### src/hw/rtl/cfrq_pkg.sv
`timescale 1ns / 1ps
// ----------------------------------------------------------------------------
// cfrq_pkg: shared definitions of the contiguous frame ring queue
// Field widths, command and status codes, default sizes and the command and
// status groups that pass between the controller and the datapath.
// ----------------------------------------------------------------------------
package cfrq_pkg;

    // Payload field widths
    localparam int CMD_W  = 2;
    localparam int LEN_W  = 13;
    localparam int DATA_W = 8;
    localparam int STAT_W = 2;
    localparam int OFF_W  = 12;
    localparam int CNT_W  = 5;
    localparam int TOT_W  = 13;

    // Default sizes
    localparam int BUFFER_BYTES_DEF = 4096;
    localparam int FRAME_SLOTS_DEF  = 16;

    // Command codes
    localparam logic [CMD_W-1:0] CMD_RESERVE = 2'd0;
    localparam logic [CMD_W-1:0] CMD_WRITE   = 2'd1;
    localparam logic [CMD_W-1:0] CMD_READ    = 2'd2;

    // Status codes
    localparam logic [STAT_W-1:0] ST_OK     = 2'd0;
    localparam logic [STAT_W-1:0] ST_NOROOM = 2'd1;
    localparam logic [STAT_W-1:0] ST_MISUSE = 2'd2;
    localparam logic [STAT_W-1:0] ST_EMPTY  = 2'd3;

    // Controller to datapath
    typedef struct packed {
        logic accept;     // transaction taken from the request channel
        logic desc_step;  // head descriptor is on the descriptor RAM output
        logic byte_step;  // head byte is on the byte RAM output
        logic next_step;  // next head descriptor is on the descriptor RAM output
        logic finish;     // load the finished read result into the output
    } ctrl_cmd_t;

    // Datapath to controller
    typedef struct packed {
        logic read_go;    // the offered request is a read that will proceed
        logic need_next;  // the frame just ended and another frame follows
    } dp_status_t;

endpackage

### src/hw/rtl/cfrq_ctrl.sv
`timescale 1ns / 1ps
// ----------------------------------------------------------------------------
// cfrq_ctrl: queue controller
// Sequences the memory reads of a read command and owns the handshakes.
// ----------------------------------------------------------------------------
module cfrq_ctrl (
    input  logic                  clk,
    input  logic                  rst_n,
    input  logic                  req_valid,
    output logic                  req_ready,
    output logic                  rsp_valid,
    input  logic                  rsp_ready,
    input  cfrq_pkg::dp_status_t  status,
    output cfrq_pkg::ctrl_cmd_t   cmd
);
    import cfrq_pkg::*;

    typedef enum logic [4:0] {
        S_IDLE = 5'b00001,
        S_DESC = 5'b00010,
        S_BYTE = 5'b00100,
        S_NEXT = 5'b01000,
        S_DONE = 5'b10000
    } state_t;

    state_t state_reg, state_next;
    logic   rsp_valid_reg, rsp_valid_next;
    logic   out_free;
    logic   accept;

    // The output register can take a result when it is empty or being emptied.
    assign out_free  = !rsp_valid_reg || rsp_ready;
    assign req_ready = (state_reg == S_IDLE) && out_free;
    assign accept    = req_valid && req_ready;
    assign rsp_valid = rsp_valid_reg;

    assign cmd.accept    = accept;
    assign cmd.desc_step = (state_reg == S_DESC);
    assign cmd.byte_step = (state_reg == S_BYTE);
    assign cmd.next_step = (state_reg == S_NEXT);
    assign cmd.finish    = (state_reg == S_DONE) && out_free;

    always_comb
    begin
        state_next = state_reg;
        case (state_reg)
            S_IDLE:
            begin
                if (accept && status.read_go)
                begin
                    state_next = S_DESC;
                end
            end
            S_DESC: state_next = S_BYTE;
            S_BYTE: state_next = status.need_next ? S_NEXT : S_DONE;
            S_NEXT: state_next = S_DONE;
            S_DONE:
            begin
                if (out_free)
                begin
                    state_next = S_IDLE;
                end
            end
            default: state_next = S_IDLE;
        endcase
    end

    always_comb
    begin
        rsp_valid_next = rsp_valid_reg;
        if ((accept && !status.read_go) || cmd.finish)
        begin
            rsp_valid_next = 1'b1;
        end
        else if (rsp_ready)
        begin
            rsp_valid_next = 1'b0;
        end
    end

    always_ff @(posedge clk or negedge rst_n)
    begin
        if (!rst_n)
        begin
            state_reg     <= S_IDLE;
            rsp_valid_reg <= 1'b0;
        end
        else
        begin
            state_reg     <= state_next;
            rsp_valid_reg <= rsp_valid_next;
        end
    end
endmodule

### config.mk
export PLATFORM = sky130hd
export DESIGN_NAME = cfrq_ctrl
export DESIGN_NICKNAME = d
export VERILOG_FILES = /design/src/hw/rtl/cfrq_pkg.sv /design/src/hw/rtl/cfrq_ctrl.sv
export SDC_FILE = /design/constraint.sdc
export NUM_CORES = 1
export LEC_CHECK = 0
export ABC_CLOCK_PERIOD_IN_PS = 2000
export BUFFER_PORTS_ARGS = -buffer_cell sky130_fd_sc_hd__buf_2
export CORE_AREA = 2 2 39 41
export CTS_BUF_LIST = sky130_fd_sc_hd__clkbuf_4
export CTS_CLUSTER_SIZE = 12
export DETAILED_ROUTE_END_ITERATION = 16
export DIE_AREA = 0 0 41 43
export HOLD_SLACK_MARGIN = 0.1
export PLACE_DENSITY = 0.54
export RECOVER_POWER = 50
export SLEW_MARGIN = 20
export SYNTH_ARGS = -nofsm -noshare
export SYNTH_HDL_FRONTEND = slang
export SYNTH_SLANG_ARGS = --single-unit
export TNS_END_PERCENT = 20
### constraint.sdc
create_clock -name clk -period 2 [get_ports clk]
set_input_delay 0 -clock clk [delete_from_list [all_inputs] [get_ports clk]]
set_output_delay 0 -clock clk [all_outputs]
set_load 0.1 [all_outputs]
## Word-level counts from Yosys, hierarchy flattened

Index checks and enable logic that the tools add are counted.

- Eq/ne operators: 7
- Mux-type cells: 6
- Reduce and logical (&&, ||, !) cells: 11

Operators by type and width:

| kind | number |
|---|---|
| one-hot mux 5 bit (5 select lines) | 1 |
| two-way mux 5 bit | 3 |
| equality test 5 x 1 -> 1 bit, second input constant | 1 |
| equality test 5 x 2 -> 1 bit, second input constant | 1 |
| equality test 5 x 3 -> 1 bit, second input constant | 1 |
| equality test 5 x 4 -> 1 bit, second input constant | 1 |
| equality test 5 bit, second input constant | 1 |
| logical AND 1 bit | 5 |
| logical NOT 1 bit | 2 |
| logical OR 1 bit | 2 |
| two-way mux 1 bit | 2 |
| != test 2 x 1 -> 1 bit, second input constant | 1 |
| != test 2 bit, second input constant | 1 |
| AND reduction 2 bit | 1 |
| nonzero test 2 bit | 1 |

- Register bits after elaboration: 6
- Input bits: 6
- Output and inout port bits: 7
- Logic and storage cells: 26

## Longest topological paths before layout

Gate-level depths: netlist of run 1.

- Depth after elaboration: 7
- Gate-level depth with buffers: 4
- Mapped depth without buffers: 3

## Least setup slack after synthesis of run 1

No wires, ideal clock.

- Path kind: reg-to-output
- Start point: reg rsp_valid_reg (netlist: rsp_valid)
- End point: out cmd[0] (netlist bit)
- Arrival: 2320 ps
- Data required time: 2000 ps
- Slack: -320 ps
- Stages on the path, launching flop included: 3
- Buffers on the path: 0
- Cells stage by stage: dfrtp_1 nor2b_1 nor2_1

RTL lines:

| what | RTL line | source |
|---|---|---|
| start: declaration | cfrq_ctrl.sv:27 | `logic rsp_valid_reg, rsp_valid_next;` |
| start signal: assignment | cfrq_ctrl.sv:91 | `rsp_valid_reg <= rsp_valid_next;` |
| end: declaration | cfrq_ctrl.sv:14 | `output cfrq_pkg::ctrl_cmd_t cmd` |

==> out/results.ini, run 1 <==
[run_status]
status=complete, no violations

[sta]
max_freq_mhz=595.8
setup-violations-final=0
fin_skew_ns=0.008239
maxSlewViolCount=0
finalWorstSetupSlack_ns=0.3216
fin_crit_ns=1.678
relSlewSlack_pct=23.20
hold_viol=0
fin_setup_tns_ns=0
min_period_over_period_pct=83.92
rsz0062_at_grt=false
worst_slew_pin_slew_ns=1.157

[grt]
grt_util_all_layers_pct=12.29
grt_pass1_wl_mm=1.359
grt-ovfl-total=0
grt_pass1_vias=308
grt_max_degree=9
antenna_found_initial=0

[critical_path]
end_kind=output pin
cp_data_required_time_ns=2.00
reg2reg_to=state_reg[0]
r2r_slack_ns=0.77
startpoint=state_reg[4]
critPathTopFamily=simple AND/OR/NAND/NOR gates
cp-start-kind=register
crit_path_max_incr_delay_ns=0.46
worstRegToRegCells=3
r2r_start=state_reg[3]
path_max_fanout=8
crit_type=reg2out
critPathSlowestCell=dfrtp_1
crit_buf_inv=1
arrival_ns=1.68
path_cells=nor3_4 -> nand4b_2 -> nor2_1 -> buf_2

[layout]
fin_nets=65
synthToLayoutAreaGrowth_pct=44.22
n_antenna_cell=0
largest_register_ffs=5
drive_gt1_share_pct=36.21

[detailed_routing]
routed_wl_um=844
drc_errors=0
drt_iter0_markers=2
final_antenna_net_count=0
avgRoutedWirePerCell_um=11.41
avgViaCountPerCell=4.608
num_vias=341
firstDrtPassIters=3

[floorplan]
core_region_area_um2=1384
num_io_pins=13
start_util_pct=26.58
die_w_um=41
die_area_um2=1763
num_rows=14
die_y_um=43

[hold_path]
whs_endpoint=state_reg[4]
hold_path_class=in2reg
min_from=rsp_ready
worstHoldPathCells=4

[logic_synthesis]
syn_area_um2=367.9
synthCells=37
ys_seq_area_share_pct=41.16
yosys.cell_types.count=22
ys_warn_count=0
synth.net_count=43
syn_area_per_cell_um2=9.942
yosys_register_bits=6

[cts]
root_buffer=clkbuf_4
cts_max_path_buffers=2
cts_tree=done
numCtsBuffers=3
cts_setup_buffers=0
h-tree-depth=1
clk_latency_ns=0.25
clk_pin_slew_ns=0.04
cts_num_sinks=6

[pwr]
p_per_area_nw_per_um2=790.1
p_total_mw=0.4192
vdd_drop_max_mv=0.3419
p_leak_nw=0.2549

[placement]
io_buffers=12
gp_congestion=0.7218
detailed_place_hpwl_um=594.1
place_ws_ns=0.5800

[run]
cap_violations=0

power breakdown:
group / leakage (nW) / switching, mW / total, mW / internal [mW]
sequential: 0.0784 / 0.00925 / 0.140 / 0.131
clock: 0.0184 / 0.0478 / 0.137 / 0.0894
combinational: 0.158 / 0.108 / 0.142 / 0.0337
placed cells by master (no fill, tap or decap), types with 2 or more instances in the layout:
cell / n
dfrtp_1: 5
dlygate4sd3_1: 6
and3b_2: 3
nor2_1: 6
clkbuf_1: 2
nor2b_1: 3
clkbuf_4: 4
buf_2: 10
nand3_1: 2
cells in the mapped netlist, drive strengths merged:
library cell | instances | area (um^2)
and3b | 3 | 30.03
and2 | 1 | 6.260
and4b | 1 | 10.01
dfrtp | 5 | 125.1
nor2b | 3 | 18.77
o211ai | 1 | 7.510
nor3b | 1 | 7.510
nand2b | 1 | 6.260
o21ai | 1 | 5.000
o211a | 1 | 10.01
buf | 1 | 7.510
a21boi | 1 | 7.510
nor2 | 7 | 26.28
and3 | 1 | 6.260
o311ai | 1 | 8.760
nand2 | 1 | 3.750
nand3 | 2 | 10.01
o21bai | 1 | 7.510
nand4b | 1 | 15.01
nand4 | 1 | 6.260
nor3 | 1 | 16.27
dfstp | 1 | 26.28
stage by stage:
step / utilization [%] / area (um^2) / instances / hold WS (ns)
2_1_floorplan: - / 370.4 / 37 / -0.2956
3_3_place_gp: 32.01 / 442.9 / 64 / -0.1659
3_5_place_dp: 32.01 / 442.9 / 64 / -0.1639
4_1_cts: 38.52 / 533.0 / 74 / 0.1256
5_1_grt: 38.34 / 530.5 / 74 / 0.1431
6_report: 38.34 / 530.5 / 74 / 0.1296
layout make-up:
cell class,count,area [um^2]
Fill cell,152,853.3
Multi-Input combinational cell,30,211.5
Sequential cell,6,151.4
Timing Repair Buffer,18,117.6
Clock buffer,4,30.03
Tap cell,16,20.02
logic make-up after synthesis:
| logic type | after synthesis | synth area share, % |
|---|---|---|
| AO/OA/AOI/OAI | 6 | 12.59 |
| flip-flops | 6 | 41.16 |
| buffers and inverters | 1 | 2.042 |
| AND/OR/NAND/NOR | 24 | 44.22 |
how the worst max path moves through the flow:
| stage | to | slack (ns) | cells after the start |
|---|---|---|---|
| 2_1_floorplan | cmd[0] | 0.13 | 2 |
| 3_3_place_gp | cmd[4] | 0.60 | 4 |
| 3_5_place_dp | cmd[4] | 0.58 | 4 |
| 4_1_cts | cmd[4] | 0.30 | 4 |
| 5_1_grt | cmd[4] | 0.19 | 4 |
| 6_report | cmd[4] | 0.32 | 4 |
tightest hold or removal path: stages:
cell and delay (ns):
buf_2 0.08, nor2b_1 0.08, nand3_1 0.09, a21boi_0 0.08
repair_timing:
action | CTS | global route
hold buffers | 6 | 0
hold endpoints to repair | 10 | 0
gates resized for setup | 0 | 0
routing by layer:
layer	share of wire (%)	up-vias	routed length, um	global-route usage [%]
li1	-	179	-	-
met1	50	152	421	13.96
met2	44	8	373	16.25
met3	3.9	2	33	9.424
met4	1.7	0	14	6.000
met5	0	-	0	0
No activity file was read; power rests on OpenSTA's default activity.
==> inputs of run 2 (changes only) <==
- ABC_AREA: not set -> 1
- ABC_CLOCK_PERIOD_IN_PS: 2000 -> 1500
- PLACE_DENSITY: 0.54 -> 0.57
- clock period: 2 -> 1.5 ns (I/O delays scaled with it)
==> out/results.ini, run 2 <==
[run_status]
status=complete, no violations

[layout]
synthToLayoutAreaGrowth_pct=73.60
final_cell_count_no_fill=87  ; +18%
fin_area_um2=658.1  ; +24%
largest_register_ffs=5  ; unchanged
fin_nets=78  ; +20%
final_cell_mix=inv_1, nand2_1, nor2_1, dlygate4sd3_1, buf_12
drive_gt1_share_pct=39.44  ; +3.2 points
utilization_pct=47.56  ; +9.2 points
final_common_cell=inv_1
n_antenna_cell=0  ; unchanged

[pwr]
p_sw_mw=0.5596  ; +240%
power_frac_seq_pct=21.7  ; -12 points
p_comb_share_pct=61.6  ; +28 points
p_total_mw=1.098  ; +160%
p_per_area_nw_per_um2=1668  ; +110%
p_leak_nw=0.3340  ; +31%
vdd_drop_max_mv=0.8282  ; +140%
clkPwrFrac_pct=16.8  ; -16 points
p_int_mw=0.5380  ; +110%
switching_share_pct=50.98  ; +12 points

[critical_path]
end_kind=asynchronous set/reset pin
reg2reg_to=rsp_valid
path_cells=dlygate4sd3_1 -> dlygate4sd3_1 -> buf_2 -> dlygate4sd3_1
r2r_slack_ns=0.35  ; -0.42 ns
cp-start-kind=input pin
cp_data_required_time_ns=1.96  ; -0.04 ns
arrival_ns=1.85  ; +0.17 ns
r2r_start=state_reg[3]
critPathSlowestCell=dlygate4sd3_1
worstRegToRegCells=5  ; +2
startpoint=rst_n
crit_path_frequent_cell=dlygate4sd3_1
path_max_fanout=4  ; -4
crit_type=in2async
crit_path_max_incr_delay_ns=0.62  ; +0.16 ns

[cts]
root_buffer=clkbuf_4
clk_latency_ns=0.25  ; about the same
cts_num_sinks=6  ; unchanged
numCtsBuffers=3  ; unchanged
cts_max_path_buffers=2  ; unchanged
cts_tree=done
clk_pin_slew_ns=0.05  ; about the same
h-tree-depth=1  ; unchanged
cts_setup_buffers=0  ; unchanged

[grt]
grt_pass1_vias=387  ; +26%
grt_max_degree=7  ; -2
antenna_found_initial=0  ; unchanged
grt-ovfl-total=0  ; unchanged
grt_util_all_layers_pct=13.85  ; +1.6 points
grt_pass1_wl_mm=1.559  ; +15%

[hold_path]
whs_endpoint=rsp_valid
hold_path_class=in2reg
min_from=rsp_ready
worstHoldPathCells=4  ; unchanged

[sta]
worst_slew_pin_slew_ns=0.5382  ; -0.6188 ns
max_freq_mhz=714.8
finalWorstSetupSlack_ns=0.1010  ; -0.2206 ns
rsz0062_at_grt=false
fin_setup_tns_ns=0  ; unchanged
fin_crit_ns=1.399
fin_skew_ns=0.002019  ; -0.006219 ns
hold-worst-slack_ns=0.1298  ; +0.0001800 ns
setup-violations-final=0  ; unchanged
relSlewSlack_pct=64.27  ; +41 points
hold_viol=0  ; unchanged
maxSlewViolCount=0  ; unchanged
min_period_over_period_pct=93.27

[logic_synthesis]
syn_area_per_cell_um2=7.582  ; -24%
syn_area_um2=379.1  ; +3.1%
synth_commonest_cells=inv_1, nor2_1, nand2_1, dfrtp_1
synthCells=50  ; +35%
synth.net_count=56  ; +30%
synth_top_area_share_pct=33.00  ; -1.0 points
synthArstFlopShare_pct=100.0  ; unchanged
synth_area_leaders=dfrtp_1, inv_1, nor2_1
yosys.cell_types.count=19  ; -14%
yosys_register_bits=6  ; unchanged
synth_top_cell_by_area=dfrtp_1
ys_warn_count=0  ; unchanged
ys_seq_area_share_pct=39.93  ; -1.2 points
synth_ff_type=dfrtp_1
synth.most_common_cell=inv_1
synth_edf_count=0  ; unchanged

[placement]
place_area_um2=561.8  ; +27%
io_buffers=12  ; unchanged
place_ws_ns=0.3175  ; -0.2625 ns
detailed_place_hpwl_um=637.4  ; +7.3%
place_inst=77  ; +20%
gp_congestion=0.8101  ; +12%

[floorplan]
die_y_um=43  ; unchanged
die_area_um2=1763  ; unchanged
num_io_pins=13  ; unchanged
num_rows=14  ; unchanged
start_util_pct=27.40  ; +0.81 points
core_region_area_um2=1384  ; unchanged
die_w_um=41  ; unchanged

[detailed_routing]
avgViaCountPerCell=4.264  ; -7.5%
firstDrtPassIters=1  ; -2
drc_errors=0  ; unchanged
num_vias=371  ; +8.8%
avgRoutedWirePerCell_um=9.632  ; -16%
final_antenna_net_count=0  ; unchanged
routed_wl_um=838  ; -0.71%
drt_iter0_markers=0  ; -2

[run]
cap_violations=0  ; unchanged

run 2: cell types whose count changed in the layout (fill, tap and decap cells not counted), moves of 2 or more:
cell	before	now
nor2_4	0	3
buf_12	0	6
buf_2	10	5
clkbuf_1	2	0
nor2b_1	3	0
inv_2	0	2
and3b_2	3	0
inv_1	0	11
nand2_1	1	7
run 2: layout make-up:
class,count,area (um^2)
multi-input cells,28,185.2
inverters,15,60.06
clock buffers,4,30.03
repair buffers,18,210.2
fillers,126,725.7
flip-flops and latches,6,152.6
well taps,16,20.02
run 2: worst max-delay path, delay by kind of cell:
kind,cells,cell delay [ns]
buffers and inverters,4,1.85
run 2: worst max path at each step:
stage	slack, ns	cells after the start	end
after floorplan	-0.006	5	state_reg[4]
after global placement	0.34	4	rsp_valid
after detailed placement	0.32	4	rsp_valid
after CTS	0.05	4	cmd[4]
after global routing	0.01	4	cmd[4]
final	0.10	4	state_reg[4]
run 2: power by group through the flow:
stage,sequential [mW],combinational [mW],clock [mW]
floorplan,0.298,0.424,0
global placement,0.239,0.657,0
detailed placement,0.240,0.661,0
CTS,0.237,0.674,0.190
global route,0.247,0.714,0.200
finish,0.238,0.676,0.184
run 2: timing repair:
action,4_1_cts,5_1_grt
resized for setup,0,1
hold endpoints to repair,11,0
hold buffers,6,0
setup endpoints to repair,0,1
run 2: cells by family (layout without fill, tap and decap cells):
family,Yosys count,in the layout,synth area share [%]
AO/OA/AOI/OAI,3,3,4.619
buffers and inverters,16,37,16.83
flip-flops,6,6,39.94
AND/OR/NAND/NOR,25,25,38.62
run 2: layer usage:
metal / wire, um / vias up / track usage, % / part of all wire [%]
met2: 500 / 5 / 19.06 / 60
met5: 0 / - / 0 / 0
met3: 10 / 4 / 4.712 / 1.2
met1: 298 / 173 / 16.12 / 36
li1: - / 189 / - / -
met4: 29 / 0 / 12.00 / 3.5
